$ cat src/sv/smavg_pkg.sv
`default_nettype none
// ---------------------------------------------------------------------------
// smavg_pkg
// Shared types and constants of the moving average unit: register width and
// the sequencer state encoding.
// ---------------------------------------------------------------------------
package smavg_pkg;

	// Width of the window length register
	localparam int WIN_BITS = 7;

	// Sequencer states of the top level
	typedef enum logic [2:0] {
		ST_IDLE,
		ST_READ,
		ST_UPDATE,
		ST_DIVIDE,
		ST_OUTPUT
	} state_t;

endpackage
`default_nettype wire

$ cat src/sv/smavg_if.sv
`default_nettype none
// ---------------------------------------------------------------------------
// smavg_if
// Valid/ready channels of the moving average unit: sample words in, result
// words out, and the window length write port.
// ---------------------------------------------------------------------------

// Sample channel
interface smavg_in_if #(
	parameter int SAMPLE_BITS = 16
);
	logic                          valid;
	logic                          ready;
	logic signed [SAMPLE_BITS-1:0] sample;
	logic                          run_start;
	logic                          run_end;

	modport source (output valid, sample, run_start, run_end, input ready);
	modport sink   (input valid, sample, run_start, run_end, output ready);
endinterface

// Result channel
interface smavg_out_if #(
	parameter int SAMPLE_BITS = 16
);
	logic                          valid;
	logic                          ready;
	logic signed [SAMPLE_BITS-1:0] average;
	logic                          short_run;
	logic                          last_of_run;

	modport source (output valid, average, short_run, last_of_run, input ready);
	modport sink   (input valid, average, short_run, last_of_run, output ready);
endinterface

// Window length write channel
interface smavg_cfg_if;
	logic                               valid;
	logic                               ready;
	logic [smavg_pkg::WIN_BITS-1:0]     window_length;

	modport source (output valid, window_length, input ready);
	modport sink   (input valid, window_length, output ready);
endinterface
`default_nettype wire

$ cat src/sv/smavg_ram.sv
`default_nettype none
// ---------------------------------------------------------------------------
// smavg_ram
// Generic single-write, single-read RAM with registered read data.
// ---------------------------------------------------------------------------
module smavg_ram #(
	parameter int WIDTH = 16,
	parameter int DEPTH = 64
) (
	input  wire logic                     clk,
	input  wire logic                     wr_en,
	input  wire logic [$clog2(DEPTH)-1:0] wr_addr,
	input  wire logic [WIDTH-1:0]         wr_data,
	input  wire logic                     rd_en,
	input  wire logic [$clog2(DEPTH)-1:0] rd_addr,
	output logic      [WIDTH-1:0]         rd_data
);

	logic [WIDTH-1:0] mem_q [DEPTH];

	// Write port
	always_ff @(posedge clk) begin
		if (wr_en) begin
			mem_q[wr_addr] <= wr_data;
		end
	end

	// Registered read port
	always_ff @(posedge clk) begin
		if (rd_en) begin
			rd_data <= mem_q[rd_addr];
		end
	end

endmodule
`default_nettype wire

$ cat src/sv/smavg_div.sv
`default_nettype none
// ---------------------------------------------------------------------------
// smavg_div
// Iterative restoring divider for unsigned operands: one quotient bit per
// cycle, done pulses once when finished.
// ---------------------------------------------------------------------------
module smavg_div #(
	parameter int DVD_BITS = 22,
	parameter int DVS_BITS = 7
) (
	input  wire logic                clk,
	input  wire logic                arst_n,
	input  wire logic                start,
	input  wire logic [DVD_BITS-1:0] dividend,
	input  wire logic [DVS_BITS-1:0] divisor,
	output logic                     done,
	output logic      [DVD_BITS-1:0] quotient
);

	localparam int CNT_BITS = $clog2(DVD_BITS + 1);

	logic [DVD_BITS-1:0] dvd_q;
	logic [DVS_BITS-1:0] rem_q;
	logic [DVS_BITS-1:0] dvs_q;
	logic [CNT_BITS-1:0] cnt_q;
	logic                done_q;
	logic [DVS_BITS:0]   shifted;
	logic [DVS_BITS:0]   trial;
	logic                fits;

	// Shift in the next dividend bit and try the subtract
	always_comb begin
		shifted = {rem_q, dvd_q[DVD_BITS-1]};
		fits    = shifted >= {1'b0, dvs_q};
		trial   = shifted - {1'b0, dvs_q};
	end

	// Control: step counter and done pulse
	always_ff @(posedge clk or negedge arst_n) begin
		if (!arst_n) begin
			cnt_q  <= '0;
			done_q <= 1'b0;
		end else begin
			done_q <= (cnt_q == CNT_BITS'(1));
			if (start) begin
				cnt_q <= CNT_BITS'(DVD_BITS);
			end else if (cnt_q != '0) begin
				cnt_q <= cnt_q - CNT_BITS'(1);
			end
		end
	end

	// Datapath: dividend register turns into the quotient bit by bit
	always_ff @(posedge clk) begin
		if (start) begin
			dvd_q <= dividend;
			dvs_q <= divisor;
			rem_q <= '0;
		end else if (cnt_q != '0) begin
			dvd_q <= {dvd_q[DVD_BITS-2:0], fits};
			rem_q <= fits ? trial[DVS_BITS-1:0] : shifted[DVS_BITS-1:0];
		end
	end

	assign done     = done_q;
	assign quotient = dvd_q;

endmodule
`default_nettype wire

$ cat src/sv/simple_moving_average_unit.sv
`default_nettype none
// ---------------------------------------------------------------------------
// simple_moving_average_unit
// Moving average over the last window_length samples, kept as a running sum
// over a sample ring, with the average produced by a shared divider.
// ---------------------------------------------------------------------------
// One sample word is taken at a time. From acceptance, a word that produces
// an average passes the read, update and divide states before the result
// word is valid, the restoring divider retiring one quotient bit per cycle
// of a SUM_BITS = SAMPLE_BITS + log2(MAX_WINDOW) dividend; the next sample
// can be taken in the cycle after the result word is taken. A word that
// ends a run before the window has filled gives its short-run result after
// the read and update states, and a word that gives no result frees the
// unit after the same states. Writing window_length, or a sample with
// run_start set, empties the window. A window length of 0 acts as 1 and a
// length above MAX_WINDOW acts as MAX_WINDOW. The configuration port is
// always ready and must only be written while the unit is idle.
// ---------------------------------------------------------------------------
module simple_moving_average_unit #(
	parameter int MAX_WINDOW  = 64,
	parameter int SAMPLE_BITS = 16
) (
	input  wire logic  clk,
	input  wire logic  arst_n,
	smavg_in_if.sink   samples,
	smavg_out_if.source averages,
	smavg_cfg_if.sink  setup
);

	localparam int WIN_BITS  = smavg_pkg::WIN_BITS;
	localparam int PTR_BITS  = $clog2(MAX_WINDOW);
	localparam int FILL_BITS = $clog2(MAX_WINDOW + 1);
	localparam int SUM_BITS  = SAMPLE_BITS + $clog2(MAX_WINDOW);
	localparam int DIF_BITS  = $clog2(MAX_WINDOW) + 2;
	localparam int EXT_BITS  = SUM_BITS - SAMPLE_BITS;

	smavg_pkg::state_t state_q, state_d;

	// Window state
	logic [WIN_BITS-1:0]        window_q;
	logic signed [SUM_BITS-1:0] sum_q;
	logic [FILL_BITS-1:0]       fill_q;
	logic [PTR_BITS-1:0]        wp_q;

	// Per-item registers
	logic [SAMPLE_BITS-1:0]     sample_q;
	logic                       end_q;
	logic [WIN_BITS-1:0]        w_q;
	logic                       neg_q;

	// Result registers
	logic [SAMPLE_BITS-1:0]     avg_q;
	logic                       short_q;
	logic                       last_q;

	// Combinational
	logic [WIN_BITS-1:0]        eff_w;
	logic                       accept;
	logic                       use_old;
	logic [DIF_BITS-1:0]        wrap_idx;
	logic [PTR_BITS-1:0]        old_idx;
	logic [SAMPLE_BITS-1:0]     old_sample;
	logic signed [SUM_BITS-1:0] old_ext;
	logic signed [SUM_BITS-1:0] new_ext;
	logic signed [SUM_BITS-1:0] sum_nx;
	logic [FILL_BITS-1:0]       fill_nx;
	logic [PTR_BITS-1:0]        wp_nx;
	logic                       full_nx;
	logic [SUM_BITS-1:0]        sum_mag;
	logic [SUM_BITS-1:0]        quot;
	logic [SUM_BITS-1:0]        quot_signed;
	logic                       div_done;
	logic                       rd_en;
	logic                       wr_en;
	logic                       div_start;

	assign accept        = samples.valid && samples.ready;
	assign samples.ready = (state_q == smavg_pkg::ST_IDLE);
	assign setup.ready   = 1'b1;

	// Clamp the window length into 1 .. MAX_WINDOW
	always_comb begin
		eff_w = window_q;
		if (window_q == '0) begin
			eff_w = WIN_BITS'(1);
		end else if (int'(window_q) > MAX_WINDOW) begin
			eff_w = WIN_BITS'(MAX_WINDOW);
		end
	end

	// Locate the sample that leaves the window
	always_comb begin
		use_old  = int'(fill_q) >= int'(w_q);
		wrap_idx = DIF_BITS'(wp_q) + DIF_BITS'(MAX_WINDOW) - DIF_BITS'(w_q);
		if (wrap_idx >= DIF_BITS'(MAX_WINDOW)) begin
			wrap_idx = wrap_idx - DIF_BITS'(MAX_WINDOW);
		end
		old_idx = wrap_idx[PTR_BITS-1:0];
	end

	// Running sum, fill count and write pointer after this sample
	always_comb begin
		old_ext = use_old ? {{EXT_BITS{old_sample[SAMPLE_BITS-1]}}, old_sample}
		                  : '0;
		new_ext = {{EXT_BITS{sample_q[SAMPLE_BITS-1]}}, sample_q};
		sum_nx  = sum_q - old_ext + new_ext;
		fill_nx = (int'(fill_q) < MAX_WINDOW) ? fill_q + FILL_BITS'(1) : fill_q;
		wp_nx   = (int'(wp_q) == MAX_WINDOW - 1) ? '0 : wp_q + PTR_BITS'(1);
		full_nx = int'(fill_nx) >= int'(w_q);
		sum_mag = sum_nx[SUM_BITS-1] ? SUM_BITS'(-sum_nx) : SUM_BITS'(sum_nx);
		quot_signed = neg_q ? -quot : quot;
	end

	// Sequencer: next state and strobes
	always_comb begin
		state_d   = state_q;
		rd_en     = 1'b0;
		wr_en     = 1'b0;
		div_start = 1'b0;
		unique case (state_q)
			smavg_pkg::ST_IDLE: begin
				if (accept) begin
					state_d = smavg_pkg::ST_READ;
				end
			end
			smavg_pkg::ST_READ: begin
				rd_en   = 1'b1;
				state_d = smavg_pkg::ST_UPDATE;
			end
			smavg_pkg::ST_UPDATE: begin
				wr_en = 1'b1;
				if (full_nx) begin
					div_start = 1'b1;
					state_d   = smavg_pkg::ST_DIVIDE;
				end else if (end_q) begin
					state_d = smavg_pkg::ST_OUTPUT;
				end else begin
					state_d = smavg_pkg::ST_IDLE;
				end
			end
			smavg_pkg::ST_DIVIDE: begin
				if (div_done) begin
					state_d = smavg_pkg::ST_OUTPUT;
				end
			end
			smavg_pkg::ST_OUTPUT: begin
				if (averages.ready) begin
					state_d = smavg_pkg::ST_IDLE;
				end
			end
			default: begin
				state_d = smavg_pkg::ST_IDLE;
			end
		endcase
	end

	// State register
	always_ff @(posedge clk or negedge arst_n) begin
		if (!arst_n) begin
			state_q <= smavg_pkg::ST_IDLE;
		end else begin
			state_q <= state_d;
		end
	end

	// Window state: clear on register write or run start, advance on update
	always_ff @(posedge clk or negedge arst_n) begin
		if (!arst_n) begin
			window_q <= WIN_BITS'(1);
			sum_q    <= '0;
			fill_q   <= '0;
			wp_q     <= '0;
		end else begin
			if (setup.valid && setup.ready) begin
				window_q <= setup.window_length;
				sum_q    <= '0;
				fill_q   <= '0;
				wp_q     <= '0;
			end else if (accept && samples.run_start) begin
				sum_q  <= '0;
				fill_q <= '0;
				wp_q   <= '0;
			end else if (state_q == smavg_pkg::ST_UPDATE) begin
				sum_q  <= sum_nx;
				fill_q <= fill_nx;
				wp_q   <= wp_nx;
			end
		end
	end

	// Hold the accepted word and the sign of the new sum
	always_ff @(posedge clk) begin
		if (accept) begin
			sample_q <= samples.sample;
			end_q    <= samples.run_end;
			w_q      <= eff_w;
		end
		if (state_q == smavg_pkg::ST_UPDATE) begin
			neg_q <= sum_nx[SUM_BITS-1];
		end
	end

	// Result word: short run error or signed quotient
	always_ff @(posedge clk) begin
		if (state_q == smavg_pkg::ST_UPDATE && !full_nx && end_q) begin
			avg_q   <= '0;
			short_q <= 1'b1;
			last_q  <= 1'b1;
		end else if (state_q == smavg_pkg::ST_DIVIDE && div_done) begin
			avg_q   <= quot_signed[SAMPLE_BITS-1:0];
			short_q <= 1'b0;
			last_q  <= end_q;
		end
	end

	assign averages.valid       = (state_q == smavg_pkg::ST_OUTPUT);
	assign averages.average     = avg_q;
	assign averages.short_run   = short_q;
	assign averages.last_of_run = last_q;

	// Sample ring
	smavg_ram #(
		.WIDTH (SAMPLE_BITS),
		.DEPTH (MAX_WINDOW)
	) u_ring (
		.clk     (clk),
		.wr_en   (wr_en),
		.wr_addr (wp_q),
		.wr_data (sample_q),
		.rd_en   (rd_en),
		.rd_addr (old_idx),
		.rd_data (old_sample)
	);

	// Shared divider: |sum| / window
	smavg_div #(
		.DVD_BITS (SUM_BITS),
		.DVS_BITS (WIN_BITS)
	) u_div (
		.clk      (clk),
		.arst_n   (arst_n),
		.start    (div_start),
		.dividend (sum_mag),
		.divisor  (w_q),
		.done     (div_done),
		.quotient (quot)
	);

endmodule
`default_nettype wire

$ cat src/flat_wrapper.sv
// flat-port wrapper written by rule: the top's interface ports become plain ports
module simple_moving_average_unit_flat 
#(
	parameter int MAX_WINDOW  = 64,
	parameter int SAMPLE_BITS = 16
)
  (clk, arst_n, samples_valid, samples_sample, samples_run_start, samples_run_end, samples_ready, averages_valid, averages_average, averages_short_run, averages_last_of_run, averages_ready, setup_valid, setup_window_length, setup_ready);
  smavg_in_if #(.SAMPLE_BITS(SAMPLE_BITS)) samples_i ();
  smavg_out_if #(.SAMPLE_BITS(SAMPLE_BITS)) averages_i ();
  smavg_cfg_if setup_i ();
  input  wire logic clk;
  input  wire logic arst_n;
  input wire logic [$bits(samples_i.valid)-1:0] samples_valid;
  input wire logic [$bits(samples_i.sample)-1:0] samples_sample;
  input wire logic [$bits(samples_i.run_start)-1:0] samples_run_start;
  input wire logic [$bits(samples_i.run_end)-1:0] samples_run_end;
  output wire logic [$bits(samples_i.ready)-1:0] samples_ready;
  output wire logic [$bits(averages_i.valid)-1:0] averages_valid;
  output wire logic [$bits(averages_i.average)-1:0] averages_average;
  output wire logic [$bits(averages_i.short_run)-1:0] averages_short_run;
  output wire logic [$bits(averages_i.last_of_run)-1:0] averages_last_of_run;
  input wire logic [$bits(averages_i.ready)-1:0] averages_ready;
  input wire logic [$bits(setup_i.valid)-1:0] setup_valid;
  input wire logic [$bits(setup_i.window_length)-1:0] setup_window_length;
  output wire logic [$bits(setup_i.ready)-1:0] setup_ready;
  assign samples_i.valid = samples_valid;
  assign samples_i.sample = samples_sample;
  assign samples_i.run_start = samples_run_start;
  assign samples_i.run_end = samples_run_end;
  assign samples_ready = samples_i.ready;
  assign averages_valid = averages_i.valid;
  assign averages_average = averages_i.average;
  assign averages_short_run = averages_i.short_run;
  assign averages_last_of_run = averages_i.last_of_run;
  assign averages_i.ready = averages_ready;
  assign setup_i.valid = setup_valid;
  assign setup_i.window_length = setup_window_length;
  assign setup_ready = setup_i.ready;
  simple_moving_average_unit #(.MAX_WINDOW(MAX_WINDOW), .SAMPLE_BITS(SAMPLE_BITS)) u_core (.clk(clk), .arst_n(arst_n), .samples(samples_i), .averages(averages_i), .setup(setup_i));
endmodule
$ cat config.mk
export PLATFORM = sky130hd
export DESIGN_NAME = simple_moving_average_unit_flat
export DESIGN_NICKNAME = d
export VERILOG_FILES = /design/src/sv/smavg_pkg.sv /design/src/sv/smavg_if.sv /design/src/sv/smavg_ram.sv /design/src/sv/smavg_div.sv /design/src/sv/simple_moving_average_unit.sv /design/src/flat_wrapper.sv
export SDC_FILE = /design/constraint.sdc
export NUM_CORES = 1
export LEC_CHECK = 0
export BUFFER_PORTS_ARGS = -buffer_cell sky130_fd_sc_hd__buf_2
export CAP_MARGIN = 30
export CORE_ASPECT_RATIO = 1.25
export CORE_MARGIN = 8
export CORE_UTILIZATION = 68
export DETAILED_ROUTE_END_ITERATION = 12
export GPL_ROUTABILITY_DRIVEN = 0
export PLACE_DENSITY = 0.85
export SLEW_MARGIN = 20
export SYNTH_ARGS = -nofsm -noshare
export SYNTH_HDL_FRONTEND = slang
export SYNTH_HIERARCHICAL = 1
export SYNTH_SLANG_ARGS = --single-unit
$ cat constraint.sdc
create_clock -name clk -period 8.6 [get_ports clk]
set_input_delay 0.43 -clock clk [delete_from_list [all_inputs] [get_ports clk]]
set_output_delay 0.43 -clock clk [all_outputs]
set_load 0.01 [all_outputs]
Word-level counts from Yosys, hierarchy flattened
Memories as Yosys holds them, arrays and structs flattened. A register that Yosys moved wholly into a read port is not among the register bits.
Cells that the tools add are included.
Word-level totals
  bits in writable memories: 1024
  bits of input ports: 30
  flip-flop bits (word level): 130
  memories kept: 1
Cells by class
  mux-type cells: 33
  magnitude comparators: 6
  reduce and logical (&&, ||, !) cells: 13
  add/subtract/negate cells: 11
  equality and inequality tests: 9
Memories
  u_core.u_ring.mem_q: words 64, width 16, rd ports 1, clocked after Yosys merged registers in 1, wr ports 1, RTL line smavg_ram.sv:19  | logic [WIDTH-1:0] mem_q [DEPTH];
Operators with widths (number)
  2-to-1 mux 22 bit: 7
  2-to-1 mux 7 bit: 6
  2-to-1 mux 6 bit: 5
  adder 22 x 16 -> 22 bit: 1
  negator 22 bit: 1
  subtractor 22 bit: 1
  2-to-1 mux 16 bit: 1
  negator 16 bit: 1
  2-to-1 mux 3 bit: 5
  one-hot mux 3 bit (5 select lines): 1
  greater-or-equal comparator 7 bit: 2
  2-to-1 mux 5 bit: 2
  adder 6 x 7 -> 8 bit, second input constant: 1
  greater-or-equal comparator 8 x 7 -> 1 bit: 1
  greater-or-equal comparator 8 x 7 -> 1 bit, second input constant: 1
  subtractor 8 x 7 -> 8 bit: 1
  adder 7 x 1 -> 7 bit, second input constant: 1
  greater-than comparator 7 bit, second input constant: 1
  zero test 7 bit: 1
  less-than comparator 7 bit, second input constant: 1
  subtractor 7 bit: 1
  adder 6 x 1 -> 6 bit, second input constant: 1
  equality test 3 x 2 -> 1 bit, second input constant: 2
  equality test 6 x 1 -> 1 bit, second input constant: 1
  other kinds (16): 26

Depth between registers and ports, before layout
Gate-level depths: netlist (run 1).
  word-level depth: 7
  mapped depth: 26

Modules after synthesis
The synthesis (run 1) kept the hierarchy.
Modules (own cells, without submodules)
  smavg_ram: cells an instance 1829, times used 1, area each 40202.3 µm², sequential area each 31230.0 µm²
  simple_moving_average_unit: cells an instance 736, times used 1, area each 6523.8 µm², sequential area each 2238.4 µm²
  smavg_div: cells an instance 175, times used 1, area each 2103.3 µm², sequential area each 1161.1 µm²

Least setup slack after synthesis (run 1)
OpenSTA, ideal clock, no wires.
  path kind: register to register
  from: register u_core.fill_q[0]
  to: register u_core.u_div.dvd_q[18], in the netlist u_core/u_div/quotient[18], data pin
  clock period less this slack: 5575 ps
  slack: 3025 ps
  setup time: 260 ps
  arrival time: 5315 ps
  path buffers: 2
  cell stages (with the launch flop): 24
  cells stage by stage: dfrtp_1 inv_1 ha_1 nand2b_1 a21oi_1 nor2b_1 o21ai_0 a21oi_1 o21a_1 nor2_1 clkbuf_1 nor2b_1 fa_1 inv_1 ha_1 clkbuf_1 a21oi_1 or3b_1 o311a_1 or3_4 or3_4 o31ai_4 xor2_1 mux2_2
Between the ends
  cells in the longest elaborated chain, start to end: 7
  elaborated cells between the ends (all ways): 13
  classes of those cells: add/sub (4); order compare (3); mux (6)
Ends and longest elaborated chain
  start, declared: RTL line simple_moving_average_unit.sv:42  | logic [FILL_BITS-1:0] fill_q;
  start signal, assigned: RTL line simple_moving_average_unit.sv:185  | fill_q <= fill_nx;
  greater-or-equal comparator 7 bit *: RTL line simple_moving_average_unit.sv:93  | use_old = int'(fill_q) >= int'(w_q);
  2-to-1 mux 22 bit *: RTL line simple_moving_average_unit.sv:103  | old_ext = use_old ? {{EXT_BITS{old_sample[SAMPLE_BITS-1]}}, old_sample}
  subtractor 22 bit *: RTL line simple_moving_average_unit.sv:106  | sum_nx = sum_q - old_ext + new_ext;
  adder 22 x 16 -> 22 bit *: RTL line simple_moving_average_unit.sv:106
  negator 22 bit: RTL line simple_moving_average_unit.sv:110  | sum_mag = sum_nx[SUM_BITS-1] ? SUM_BITS'(-sum_nx) : SUM_BITS'(sum_nx);
  2-to-1 mux 22 bit *: RTL line simple_moving_average_unit.sv:110
  named net u_core.sum_mag[18]: RTL line simple_moving_average_unit.sv:69  | logic [SUM_BITS-1:0] sum_mag;
  2-to-1 mux 22 bit *: RTL line smavg_div.sv:55  | if (start) begin
  end signal, assigned: RTL line smavg_div.sv:56  | dvd_q <= dividend;
  end signal, assigned: RTL line smavg_div.sv:60  | dvd_q <= {dvd_q[DVD_BITS-2:0], fits};
  end, declared: RTL line smavg_div.sv:22  | logic [DVD_BITS-1:0] dvd_q;
Mark *: on every way through the listed nets, which the timed path passes. The rest lies on a longest branch.
A chain may end at the register's enable or synchronous reset.

Worst setup path in the final report (run 1)
  from: register u_core.fill_q[0]
  to: register u_core.u_div.dvd_q[19], in the netlist u_core/u_div/quotient[19], data pin
The elaborated chain is that of the path after synthesis.

==> results_dict.tcl, run 1 <==
set metrics [dict create \
    status "finished, final reports clean" \
    worst_ep_required_time_ns 9.04 \
    fillers 3660 \
    rows 110 \
    die_height_um 315.6 \
    clock.fmax_mhz 164.8 \
    mostFrequentLayoutCells "1,094 x edfxtp_1, 220 x mux4_2, 142 x nand2_1" \
    antenna_found_initial 0 \
    synth_top_area_cell "edfxtp_1" \
    tightest_slew_ns 1.231 \
    rsz0062_at_grt "no" \
    slew_viol_final 0 \
    grt_pass1_vias 27967 \
    critPathSlowestCell "fa_1" \
    cts_resized 0 \
    r2r_cells 25 \
    hold_path_class "input port to flop" \
    post_cts_buffers 0 \
    grt_pass1_wl_um 183300 \
    start_util 0.6823 \
    cts_sinks 1170 \
    reg2reg_to "u_core/u_div/quotient[19]" \
    die_w_um 255.7 \
    min_period_ns 6.068 \
    setup_violations 0 \
    holdWs_ns 0.03878 \
    hpwl_um 68840 \
    grt_max_degree 164 \
    cp.depth 25 \
    path_clk_slew_ns 0.07 \
    critPathMaxStageDelay_ns 0.55 \
    finalHoldViolations 0 \
    vias 27522 \
    grt-ovfl-total 0 \
    final_common_cell "edfxtp_1" \
    synth_flop_cell "edfxtp_1" \
    h-tree-depth 3 \
    crit_fanout 24 \
    area_growth_pct 11.15 \
    async_flop_share 0.04359 \
    p_leak_uw 0.01822 \
    cts_buffers 106 \
    wire_per_inst_um 31.68 \
    viasPerCell 6.998 \
    layout.nets 2997 \
    synth_top_cell_area_share 0.6728 \
    max-slew-margin-rel 0.1793 \
    worst-setup-path-type "flop to flop" \
    drtIter0Drc 3718 \
    crit_top_cell "o21ai_0" \
    start_kind "flop" \
    period_share 0.7056 \
    finClkSkew_ns 0.03448 \
    r2r_start "u_core/fill_q[0]" \
    firstDrtPassIters 8 \
    cap_violations 0 \
    powerDensity_nw_per_um2 359.6 \
    cts_root_buf "clkbuf_16" \
    cts_tree "done" \
    synthCells 2740 \
    multi_input_area_um2 13030 \
    clock_path_buffers 3 \
    synth.area.top_cells "edfxtp_1 67%, mux4_2 10%, dfrtp_1 2.6%" \
    ant_nets 0 \
    clk_latency_ns 0.70 \
    io_pins 51 \
    synthesis.area_um2 48830 \
    synth_nets 2847 \
    drcViolationCount 0 \
    crit_end "u_core/u_div/quotient[19]" \
    layout-drive-gt1-share 0.2185 \
    syn-mean-instance-area_um2 17.82 \
    crit_family "compound AO/OA/AOI/OAI gates" \
    track_usage 0.3078 \
    port_buffers 49 \
    synth_cell_types 83 \
    ys_ff_latch 1170 \
    arrival_ns 6.51 \
    ys_warn_count 6 \
    cp-end-kind "flop" \
    cp-startpoint "u_core/fill_q[0]" \
    die_area_um2 80690 \
    setup_tns_ns 0 \
    r2r_slack_ns 2.53 \
    finalWirelength_um 124600 \
    core-area_um2 71570 \
    register_area_um2 34630 \
    synth-seq-area-share 0.7092 \
    synth_edf_count 1094 \
    max-vdd-ir-drop_mv 0.3596 \
    path_buf_inv 4 \
]
power breakdown:
part	switching (µW)	leakage (µW)	internal, µW
clock	2100	0.00171	2730
combinational	4600	0.00576	2990
sequential	241	0.0108	6860
total	6940	0.0182	12600
cell families (layout without fill, tap and decap cells):
logic type      Yosys count  after routing  share of synthesized area
flops                  1170           1170                     0.7092
simple gates            489            489                    0.04966
mux                     370            370                     0.1350
compound gates          314            314                    0.04400
buf+inv                 251            491                    0.02657
fa+ha+maj                77             77                    0.02327
xor+xnor                 68             68                    0.01220
other cells               1              2                 0.00007680
registers in the layout, summed over array words and instances, names as in the netlist, 6 cells and up:
| signal | flops |
|---|---|
| u_core/fill_q | 7 |
| u_core/u_div/dvs_q | 7 |
| u_core/window_q | 7 |
| u_core/sample_q | 16 |
| u_core/wp_q | 6 |
| u_core/u_div/rem_q | 7 |
| u_core/averages.average | 16 |
| u_core/u_div/quotient | 22 |
| u_core/u_ring/mem_q | 1024 |
| u_core/u_ring/rd_data | 16 |
| u_core/sum_q | 22 |
| u_core/w_q | 7 |
final cells by class:
class,count,share of cell area
diodes,1,0.00004611
clock inverters,64,0.01312
flip-flops and latches,1170,0.6381
inverters,115,0.008184
well taps,952,0.02195
multi-input cells,1319,0.2401
clock buffers,134,0.05196
repair buffers,178,0.02660
stage by stage:
step           std cells  power (µW)    util  setup slack [ns]  cell area, µm²
2_1_floorplan       2740       12550       -             3.025           48830
3_3_place_gp        3682       14150  0.7008             2.810           50150
3_5_place_dp        3688       14440  0.7018             2.667           50230
4_1_cts             3911       19350  0.7547             2.616           54010
5_1_grt             3932       20220  0.7583             2.173           54270
6_report            3933       19520  0.7583             2.532           54270
worst min path at each step:
stage,from,to,cells past startpoint
6_report,averages_ready,u_core/state_q[2],3
5_1_grt,averages_ready,u_core/state_q[2],3
4_1_cts,averages_ready,u_core/state_q[2],3
3_5_place_dp,u_core/w_q[2],u_core/u_div/dvs_q[2],0
3_3_place_gp,u_core/averages.short_run,u_core/averages.short_run,1
2_1_floorplan,arst_n,u_core/fill_q[0],0
cells in the mapped netlist, types with 48 or more instances:
cell type  number
nor2_1        135
nand2_1       142
edfxtp_1     1094
clkbuf_1       48
mux2i_1        88
dfrtp_1        50
mux4_2        220
a21oi_1        85
nor2b_1        57
inv_1         114
mux2_2         58
ha_1           54
worst register-to-register path, stage by stage, from the launching register on:
cell	delay (ns)
dfrtp_1	0.44
inv_1	0.07
ha_1	0.28
nand2b_1	0.14
a21oi_1	0.15
nor2b_1	0.05
o21ai_0	0.25
a21oi_1	0.14
o21a_1	0.18
nor2_1	0.08
buf_4	0.22
nor2b_1	0.10
fa_1	0.55
inv_1	0.06
ha_1	0.31
a211oi_1	0.32
o21bai_1	0.21
a211oi_1	0.47
nor3_1	0.15
a41oi_1	0.33
o21ai_0	0.19
xor2_1	0.17
buf_4	0.27
o21ai_0	0.18
xnor2_1	0.18
mux2_2	0.30
repair_timing:
action | CTS | global route
hold buffers | 25 | 0
hold endpoints to repair | 74 | 0
endpoints found under the setup margin | 0 | 0
per-layer routing:
metal	share of wire	routed length, µm	vias up	track usage
li1	-	-	11112	-
met1	0.32	39810	13810	0.3630
met2	0.50	62160	2092	0.5170
met3	0.10	12530	508	0.05435
met4	0.081	10110	0	0.2157
met5	0	0	-	0
Note: power is estimated with default switching activity, not from simulation.
==> inputs of run 2 (changes only) <==
--- a/config.mk
+++ b/config.mk
@@ -9,10 +9,10 @@
 export CAP_MARGIN = 30
 export CORE_ASPECT_RATIO = 1.25
 export CORE_MARGIN = 8
-export CORE_UTILIZATION = 68
+export CORE_UTILIZATION = 63
 export DETAILED_ROUTE_END_ITERATION = 12
 export GPL_ROUTABILITY_DRIVEN = 0
-export PLACE_DENSITY = 0.85
+export PLACE_DENSITY = 0.79
 export SLEW_MARGIN = 20
 export SYNTH_ARGS = -nofsm -noshare
 export SYNTH_HDL_FRONTEND = slang
==> constraint.sdc (replaced) <==
create_clock -name clk -period 6.2 [get_ports clk]
set_input_delay 0.31 -clock clk [delete_from_list [all_inputs] [get_ports clk]]
set_output_delay 0.31 -clock clk [all_outputs]
set_load 0.01 [all_outputs]
==> run 2 against run 1 <==
Compared with the run above:
- die area grew 7.5%
- register-to-register slack lost 2.1 ns
- cell count grew 1.1%
- count of clock-buffer cells in the layout shrank 13
- cell area is essentially flat
- fmax grew 4.5%
- non-clock buffer count grew 16
- first-iteration DRC count shrank 24%
- combinational power grew 37%
- critical path type unchanged
- worst setup slack lost 2.1 ns
==> results_dict.tcl, run 2 (same netlist as run 1, synthesis figures left out) <==
set metrics [dict create \
    finClkSkew_ns 0.03042 \
    track_usage 0.2668 \
    vias 26399 \
    critPathMaxStageDelay_ns 0.49 \
    cts_sinks 1170 \
    viasPerCell 6.640 \
    hold_path_class "input port to flop" \
    status "finished, final reports clean" \
    finalWirelength_um 115400 \
    slew_viol_final 0 \
    stdcell_count 3976 \
    worst_ep_required_time_ns 6.63 \
    setup_violations 0 \
    period_share 0.9365 \
    clock_path_buffers 3 \
    min_period_ns 5.807 \
    top_register "u_core/u_ring/mem_q" \
    die_area_um2 86730 \
    grt_pass1_wl_um 172000 \
    cp-end-kind "flop" \
    tightest_slew_ns 1.113 \
    path_buf_inv 4 \
    rows 114 \
    max-slew-margin-rel 0.2579 \
    fillers 4568 \
    arrival_ns 6.23 \
    wire_per_inst_um 29.02 \
    rsz0062_at_grt "no" \
    area_growth_pct 11.05 \
    drcViolationCount 0 \
    h-tree-depth 3 \
    p_leak_uw 0.01821 \
    dpl_cell_area_um2 50540 \
    cts_root_buf "clkbuf_16" \
    grt-ovfl-total 0 \
    max-vdd-ir-drop_mv 0.5313 \
    crit_fanout 7 \
    core-area_um2 77020 \
    layout.nets 3012 \
    hpwl_um 71020 \
    cts_buffers 105 \
    largest_reg_flops 1024 \
    grt_pass1_vias 26945 \
    diodes 0 \
    clock.fmax_mhz 172.2 \
    cts_tree "done" \
    design_area_um2 54220 \
    clk_latency_ns 0.68 \
    crit_family "simple AND/OR/NAND/NOR gates" \
    ant_nets 0 \
    die_w_um 265.0 \
    critPathSlowestCell "fa_1" \
    mostFrequentLayoutCells "1,094 x edfxtp_1, 220 x mux4_2, 142 x nand2_1" \
    worst-setup-path-type "flop to flop" \
    io_pins 51 \
    grt_max_degree 129 \
    layout-drive-gt1-share 0.2214 \
    final_common_cell "edfxtp_1" \
    antenna_found_initial 0 \
    start_kind "flop" \
    path_clk_slew_ns 0.06 \
    firstDrtPassIters 7 \
    setup_tns_ns 0 \
    dp_cells 3752 \
    finalHoldViolations 0 \
    die_height_um 327.3 \
    powerDensity_nw_per_um2 489.7 \
    start_util 0.6340 \
    cap_violations 0 \
    drtIter0Drc 2816 \
    port_buffers 49 \
]
-- run 2: power breakdown --
group          leakage [µW]  switching [µW]  internal, µW
clock               0.00163            2840          3510
combinational       0.00583            6110          4240
sequential           0.0108             339          9510
-- run 2: layout make-up --
cell class                 count  area [µm²]  area share
multi-input combinational   1319       13030      0.2403
tap                          986        1234     0.02275
clock buffer                 121        2708     0.04993
sequential                  1170       34630      0.6386
timing repair buffer         194        1550     0.02859
inverter                     115       444.2    0.008192
clock inverter                71       628.1     0.01158
-- run 2: routing by layer --
| layer | GRT usage | wire length [µm] |
|---|---|---|
| met1 | 0.3317 | 40310 |
| met2 | 0.4496 | 58510 |
| met3 | 0.04839 | 10100 |
| met4 | 0.1376 | 6449 |
| met5 | 0 | 0 |
-- run 2: per-stage QoR --
| step | hold WS, ns | worst slack (ns) | utilization | total power (µW) |
|---|---|---|---|---|
| finish | 0.04002 | 0.3935 | 0.7040 | 26550 |
| detailed placement | 0.4341 | 0.3958 | 0.6562 | 20200 |
| floorplan | 0.01441 | 0.6251 | - | 17410 |
| global route | 0.03536 | 0.05270 | 0.7040 | 27650 |
| CTS | 0.001223 | 0.3618 | 0.7029 | 26560 |
| global placement | 0.4341 | 0.5263 | 0.6538 | 19860 |
-- run 2: timing repair --
action / CTS / global route
endpoints found under the setup margin: 0 / 2
hold endpoints to repair: 75 / 0
hold buffers: 26 / 0
buffers inserted: 0 / 0
gates resized for setup: 0 / 3
-- run 2: worst paths after layout --
check                           slack (ns)                         end                        from  cells past startpoint
worst max register to register        0.39   u_core/u_div/quotient[18]            u_core/fill_q[0]                     25
min in group asynchronous             0.31           u_core/state_q[0]                      arst_n                      3
worst min register to register        0.46  u_core/averages.average[6]  u_core/averages.average[6]                      2
worst min-delay path                  0.04          u_core/window_q[0]                 setup_valid                      2
worst max-delay path                  0.39   u_core/u_div/quotient[18]            u_core/fill_q[0]                     25
max in group asynchronous             5.35              u_core/wp_q[1]                      arst_n                      3
